<file path="config.mk">
export PLATFORM = sky130hd
export DESIGN_NAME = causal_sequence_convolution_unit
export DESIGN_NICKNAME = d
export VERILOG_FILES = /design/src/rtl/csc_pkg.sv /design/src/rtl/csc_ram.sv /design/src/rtl/causal_sequence_convolution_unit.sv
export SDC_FILE = /design/constraint.sdc
export NUM_CORES = 2
export LEC_CHECK = 0
export BUFFER_PORTS_ARGS = -buffer_cell sky130_fd_sc_hd__buf_4
export CORE_ASPECT_RATIO = 0.9
export CORE_MARGIN = 5
export CORE_UTILIZATION = 51
export DETAILED_ROUTE_END_ITERATION = 8
export HOLD_SLACK_MARGIN = 0.15
export PLACE_DENSITY = 0.72
export SYNTH_ARGS = -nofsm -noshare
export SYNTH_HDL_FRONTEND = slang
export SYNTH_SLANG_ARGS = --single-unit
</file>
<file path="constraint.sdc">
create_clock -name clk -period 8.66 [get_ports clk]
set_clock_uncertainty 0.2 [all_clocks]
set_input_delay 0.866 -clock clk [delete_from_list [all_inputs] [get_ports clk]]
set_output_delay 0.866 -clock clk [all_outputs]
set_load 0.01 [all_outputs]
</file>
<file path="src/rtl/csc_pkg.sv">
// shared types and constants for the causal sequence convolution unit
package csc_pkg;

  // sample and result widths
  localparam int SAMPLE_W = 16;
  localparam int Y_W      = 38;

  // input transfer payload
  typedef struct packed {
    logic signed [SAMPLE_W-1:0] x_sample;
    logic signed [SAMPLE_W-1:0] u_sample;
    logic                       start_req;
  } in_t;

  // result transfer payload
  typedef struct packed {
    logic signed [Y_W-1:0] y_value;
    logic                  overflow;
  } out_t;

  // sequencer states
  typedef enum logic [2:0] {
    ST_IDLE = 3'b001,
    ST_RUN  = 3'b010,
    ST_HOLD = 3'b100
  } state_t;

endpackage

</file>
<file path="src/rtl/csc_ram.sv">
// generic single-write, single-read ram with registered read data
module csc_ram #(
  parameter int WIDTH = 16,
  parameter int DEPTH = 64
) (
  input  logic                     clk,
  input  logic                     we,
  input  logic [$clog2(DEPTH)-1:0] waddr,
  input  logic [WIDTH-1:0]         wdata,
  input  logic [$clog2(DEPTH)-1:0] raddr,
  output logic [WIDTH-1:0]         rdata
);

  logic [WIDTH-1:0] mem [DEPTH];

  // write port and registered read port
  always_ff @(posedge clk) begin
    if (we) begin
      mem[waddr] <= wdata;
    end
    rdata <= mem[raddr];
  end

endmodule

</file>
<file path="src/rtl/causal_sequence_convolution_unit.sv">
// top level of the causal sequence convolution unit
//
// Each accepted pair (x, u) is written at element index i of two history
// rams, then y[i] = sum of x[j] * u[i-j] for j = 0..i is built by one
// multiply-accumulate per cycle over the stored history. in_stall holds the
// input off from the accept until the result is loaded, as the single read
// port of each history ram feeds the one multiplier, so no new item is taken
// while a sum is still being built; an item past MAX_LENGTH elements is not
// stored, goes straight to the hold state and returns zero with overflow set.
// A result that cannot be loaded because the previous one is still stalled
// holds the input off for as long as that stall lasts. start_req restarts
// at element zero, and the sum saturates to the 38-bit signed range. A
// finished result sits in an output register, so the next item is taken
// while it waits for its transfer.
module causal_sequence_convolution_unit
  import csc_pkg::*;
#(
  parameter int MAX_LENGTH = 64
) (
  input  logic clk,
  input  logic rst_n,
  input  logic in_valid,
  output logic in_stall,
  input  in_t  in_data,
  output logic out_valid,
  input  logic out_stall,
  output out_t out_data
);

  localparam int AW    = (MAX_LENGTH > 1) ? $clog2(MAX_LENGTH) : 1;
  localparam int IDX_W = $clog2(MAX_LENGTH + 1);
  localparam int PRD_W = 2 * SAMPLE_W;
  localparam int SUM_W = PRD_W + 1 + $clog2(MAX_LENGTH);
  localparam int ACC_W = (SUM_W > Y_W) ? SUM_W : Y_W;
  localparam logic signed [ACC_W-1:0] Y_MAX_EXT = ACC_W'({1'b0, {(Y_W-1){1'b1}}});
  localparam logic signed [ACC_W-1:0] Y_MIN_EXT = -Y_MAX_EXT - ACC_W'(1);

  state_t                    state_r, state_nxt;
  logic [IDX_W-1:0]          elem_idx_r;
  logic [AW-1:0]             cur_i_r;
  logic [AW-1:0]             cnt_r;
  logic                      issued_all_r;
  logic                      rd_v_r;
  logic                      pr_v_r;
  logic signed [PRD_W-1:0]   prod_r;
  logic signed [ACC_W-1:0]   acc_r;
  logic                      ovf_r;
  logic                      out_valid_r;
  out_t                      out_data_r;

  logic                      in_xfer;
  logic [IDX_W-1:0]          eff_idx;
  logic                      seq_full;
  logic                      issue_v;
  logic                      run_done;
  logic                      out_free;
  logic [AW-1:0]             u_raddr;
  logic [SAMPLE_W-1:0]       x_rdata;
  logic [SAMPLE_W-1:0]       u_rdata;
  logic signed [Y_W-1:0]     y_sat;

  // input side handshake and element index selection
  assign in_stall = (state_r != ST_IDLE);
  assign in_xfer  = in_valid && !in_stall;
  assign eff_idx  = in_data.start_req ? '0 : elem_idx_r;
  assign seq_full = (eff_idx == IDX_W'(MAX_LENGTH));

  // read issue and pipeline drain
  assign issue_v  = (state_r == ST_RUN) && !issued_all_r;
  assign run_done = (state_r == ST_RUN) && issued_all_r && !rd_v_r && !pr_v_r;
  assign u_raddr  = cur_i_r - cnt_r;
  assign out_free = !out_valid_r || !out_stall;

  // history memories
  csc_ram #(.WIDTH(SAMPLE_W), .DEPTH(MAX_LENGTH)) u_x_ram (
    .clk   (clk),
    .we    (in_xfer && !seq_full),
    .waddr (eff_idx[AW-1:0]),
    .wdata (in_data.x_sample),
    .raddr (cnt_r),
    .rdata (x_rdata)
  );

  csc_ram #(.WIDTH(SAMPLE_W), .DEPTH(MAX_LENGTH)) u_u_ram (
    .clk   (clk),
    .we    (in_xfer && !seq_full),
    .waddr (eff_idx[AW-1:0]),
    .wdata (in_data.u_sample),
    .raddr (u_raddr),
    .rdata (u_rdata)
  );

  // next state
  always_comb begin
    state_nxt = state_r;
    unique case (state_r)
      ST_IDLE: begin
        if (in_xfer) begin
          state_nxt = seq_full ? ST_HOLD : ST_RUN;
        end
      end
      ST_RUN: begin
        if (run_done) begin
          state_nxt = ST_HOLD;
        end
      end
      ST_HOLD: begin
        if (out_free) begin
          state_nxt = ST_IDLE;
        end
      end
      default: state_nxt = ST_IDLE;
    endcase
  end

  // saturation of the accumulated sum
  always_comb begin
    priority if (acc_r > Y_MAX_EXT) begin
      y_sat = Y_MAX_EXT[Y_W-1:0];
    end else if (acc_r < Y_MIN_EXT) begin
      y_sat = Y_MIN_EXT[Y_W-1:0];
    end else begin
      y_sat = acc_r[Y_W-1:0];
    end
  end

  // control registers
  always_ff @(posedge clk) begin
    if (!rst_n) begin
      state_r     <= ST_IDLE;
      elem_idx_r  <= '0;
      rd_v_r      <= 1'b0;
      pr_v_r      <= 1'b0;
      out_valid_r <= 1'b0;
    end else begin
      state_r <= state_nxt;
      rd_v_r  <= issue_v;
      pr_v_r  <= rd_v_r;
      if (in_xfer) begin
        elem_idx_r <= seq_full ? eff_idx : eff_idx + IDX_W'(1);
      end
      if (state_r == ST_HOLD && out_free) begin
        out_valid_r <= 1'b1;
      end else if (!out_stall) begin
        out_valid_r <= 1'b0;
      end
    end
  end

  // datapath: read counter, multiply, accumulate, result load
  always_ff @(posedge clk) begin
    if (in_xfer) begin
      cur_i_r      <= eff_idx[AW-1:0];
      cnt_r        <= '0;
      issued_all_r <= 1'b0;
      acc_r        <= '0;
      ovf_r        <= seq_full;
    end else begin
      if (issue_v) begin
        if (cnt_r == cur_i_r) begin
          issued_all_r <= 1'b1;
        end else begin
          cnt_r <= cnt_r + AW'(1);
        end
      end
      if (pr_v_r) begin
        acc_r <= acc_r + ACC_W'(prod_r);
      end
    end
    prod_r <= $signed(x_rdata) * $signed(u_rdata);
    if (state_r == ST_HOLD && out_free) begin
      out_data_r.y_value  <= ovf_r ? '0 : y_sat;
      out_data_r.overflow <= ovf_r;
    end
  end

  assign out_valid = out_valid_r;
  assign out_data  = out_data_r;

`ifndef NO_ASSERTIONS
  // the upper read address never passes the current element
  a_raddr_range: assert property (@(posedge clk) disable iff (!rst_n)
    issue_v |-> (cnt_r <= cur_i_r))
    else $error("history read beyond current element");

  // an overflow result carries zero
  a_ovf_zero: assert property (@(posedge clk) disable iff (!rst_n)
    (out_valid_r && out_data_r.overflow) |-> (out_data_r.y_value == '0))
    else $error("overflow result with nonzero value");

  // a stored item starts a summation run
  a_run_start: assert property (@(posedge clk) disable iff (!rst_n)
    (in_xfer && !seq_full) |=> (state_r == ST_RUN))
    else $error("stored item did not start a run");

  // element index saturates at the stored length
  a_idx_bound: assert property (@(posedge clk) disable iff (!rst_n)
    elem_idx_r <= IDX_W'(MAX_LENGTH))
    else $error("element index beyond stored length");
`endif

endmodule
</file>
==> flow_metrics.py <==
metrics = {
    "global_route": {
        "grt_max_degree": 123,
        "grt_pass1_vias": 48600,
        "grt_usage": 0.2351,
        "grt_pass1_wl_mm": 333.9,
        "grt_overflow": 0,
        "grt_antenna_before_repair": 9,
    },
    "setup_path": {
        "path_cells": "nand2_1 > fa_1 > fa_1 > fa_1 > inv_1 > fa_1 > fa_1 > inv_1 > fa_1 > inv_1 > ha_1 > a21o_1 > a21oi_1 > o211ai_1 > a31oi_1 > a21oi_1 > o41ai_2 > o2111ai_1 > a21oi_1 > xnor2_1",
        "cp-start-kind": "flop",
        "max_stage_delay_ns": 0.80,
        "critical_path_required_ns": 9.18,
        "path_class": "reg -> reg",
        "arrival_ns": 7.34,
        "crit_path_max_fanout": 16,
        "crit_path_frequent_cell": "fa_1",
        "cp_slowest_cell": "dfxtp_1",
        "crit_path_end_kind": "flop",
    },
    "worst_hold_path": {
        "hold_class": "in -> reg",
    },
    "sta": {
        "drv_slew": 0,
        "min_period_over_period": 0.7870,
        "fin_tns_setup_ns": 0,
        "setup_violations": 0,
        "rsz0062_at_grt": "no",
        "fmax_ghz": 0.1467,
        "tightest_slew_ns": 1.208,
        "hold_violations": 0,
        "worst_slew_margin_rel": 0.1947,
        "period_needed_ns": 6.815,
    },
    "clocking": {
        "cts_max_level": 4,
        "tritoncts": "built",
        "cts_buffers": 205,
        "ctsResizeCount": 0,
        "clockRootBuffer": "clkbuf_16",
        "clk_latency_ns": 0.86,
        "cts.sinks": 2217,
        "cts_buffer_depth": 3,
        "clk_pin_slew_worst_paths_ns": 0.07,
    },
    "route": {
        "wirelength_mm": 228.9,
        "dr_total_vias": 47680,
        "ant_nets": 0,
        "drc": 0,
        "drt_iter0_drc": 6082,
        "wl_per_cell_um": 29.50,
        "drt_first_pass_iters": 5,
        "drt-vias-per-instance": 6.146,
    },
    "die": {
        "pin_count": 78,
        "start_util": 0.5130,
        "core_um2": 186000,
        "die_w_um": 465.9,
        "dieArea_um2": 195800,
        "core.rowCount": 150,
        "die_y_um": 420.3,
    },
    "synthesis": {
        "async_flop_share": 0,
        "ys_ff_latch": 2217,
        "syn-cell-area_um2": 95410,
        "synth-edff-count": 2094,
        "yosysSeqAreaShare": 0.6849,
        "avgSynthCellArea_um2": 19.40,
        "synth_top_flop_cell": "edfxtp_1",
        "yosysUniqueCellTypes": 72,
        "synth_cells": 4918,
        "synth_nets": 5347,
        "yosys_warnings": 0,
    },
    "job": {
        "maxCapViolCount": 0,
    },
    "placed_design": {
        "dp_hpwl_mm": 126.4,
        "port_buffers": 77,
        "gp_congestion": 0.8555,
    },
    "layout": {
        "drive_gt1_frac": 0.2311,
        "areaGrowthSynthToFinish_pct": 11.31,
        "final_common_cell": "edfxtp_1",
        "final_cell_mix": "edfxtp_1 (2094), mux4_2 (656), inv_1 (300)",
        "nNetsFinal": 5502,
    },
    "outcome": {
        "status": "completed",
    },
}
-- registers in the layout (all words and copies together), names as in the netlist --
register / count
u_u_ram.mem: 1024
u_x_ram.mem: 1024
acc_r: 39
out_data: 39
prod_r: 32
u_u_ram.rdata: 16
u_x_ram.rdata: 16
elem_idx_r: 7
cnt_r: 6
cur_i_r: 6
state_r: 3
issued_all_r: 1
out_valid: 1
ovf_r: 1
pr_v_r: 1
rd_v_r: 1
-- repair_timing --
action,CTS,global route
hold endpoints to repair,13,0
buffers inserted,0,0
hold buffers,2,0
-- cells in the mapped netlist (all sizes together), types with 55 or more instances --
cell type,instances,share of area
nor2,271,0.011
edfxtp,2094,0.66
dfxtp,123,0.026
buf,89,0.0051
inv,305,0.012
xnor2,55,0.0052
nand2,181,0.0071
a21oi,117,0.0061
mux4,656,0.15
ha,128,0.017
fa,264,0.055
and2,129,0.0085
clkbuf,143,0.0056
-- per-layer routing --
| layer | GRT usage | vias up | wire [um] |
|---|---|---|---|
| met2 | 0.3835 | 2579 | 112100 |
| met3 | 0.04525 | 371 | 22170 |
| met1 | 0.3341 | 25150 | 89330 |
| met5 | 0 | - | 11 |
| met4 | 0.05523 | 2 | 5316 |
| li1 | - | 19580 | - |
-- layout make-up --
type | instances | area [um^2]
fillers | 13490 | 79790
repair buffers | 180 | 1431
multi-input cells | 2164 | 28450
flip-flops and latches | 2217 | 65360
inverters | 305 | 1147
diodes | 2 | 5.005
clock buffers | 254 | 5324
well taps | 2508 | 3138
clock inverters | 128 | 1353
-- kinds of logic after synthesis --
family,Yosys count,synth area share
fa+ha+maj,393,0.07228
xor+xnor,77,0.007226
flops,2217,0.6849
mux,696,0.1591
compound gates,295,0.01963
buf+inv,537,0.02270
simple gates,703,0.03423
-- final timing paths --
kind,start,endpoint,slack (ns),cells after the start
worst min register to register,rd_v_r$_SDFF_PN0_,pr_v_r$_SDFF_PN0_,0.26,1
worst max register to register,u_x_ram.rdata[9]$_DFF_P_,prod_r[29]$_DFF_P_,1.84,20
worst min-delay path,in_data[0],elem_idx_r[4]$_SDFFE_PN0P_,0.25,3
worst max-delay path,u_x_ram.rdata[9]$_DFF_P_,prod_r[29]$_DFF_P_,1.84,20
-- per-stage QoR --
| stage | cells | setup slack [ns] | instance area [um^2] | hold slack (ns) | utilization |
|---|---|---|---|---|---|
| 3_3_place_gp | 7372 | 1.946 | 99500 | 0.2392 | 0.5350 |
| 5_1_grt | 7756 | 1.514 | 106200 | 0.2305 | 0.5710 |
| 6_report | 7758 | 1.845 | 106200 | 0.2457 | 0.5710 |
| 2_1_floorplan | 4918 | 2.653 | 95410 | 0.2310 | - |
| 3_5_place_dp | 7372 | 1.898 | 99500 | 0.2536 | 0.5350 |
| 4_1_cts | 7756 | 1.814 | 106200 | 0.1940 | 0.5710 |
-- critical path: cells and delay by family (launching register included) --
family	cells	cell delay [ns]
adders and majority gates	7	3.39
AOI/OAI and AO/OA	8	1.86
DFF	1	0.80
and+or+nand+nor	1	0.16
buffers and inverters	3	0.16
xor gates and xnor gates	1	0.13
Power is not shown: default switching activity piles up to over one toggle a cycle in this logic, so the estimate is an artifact.
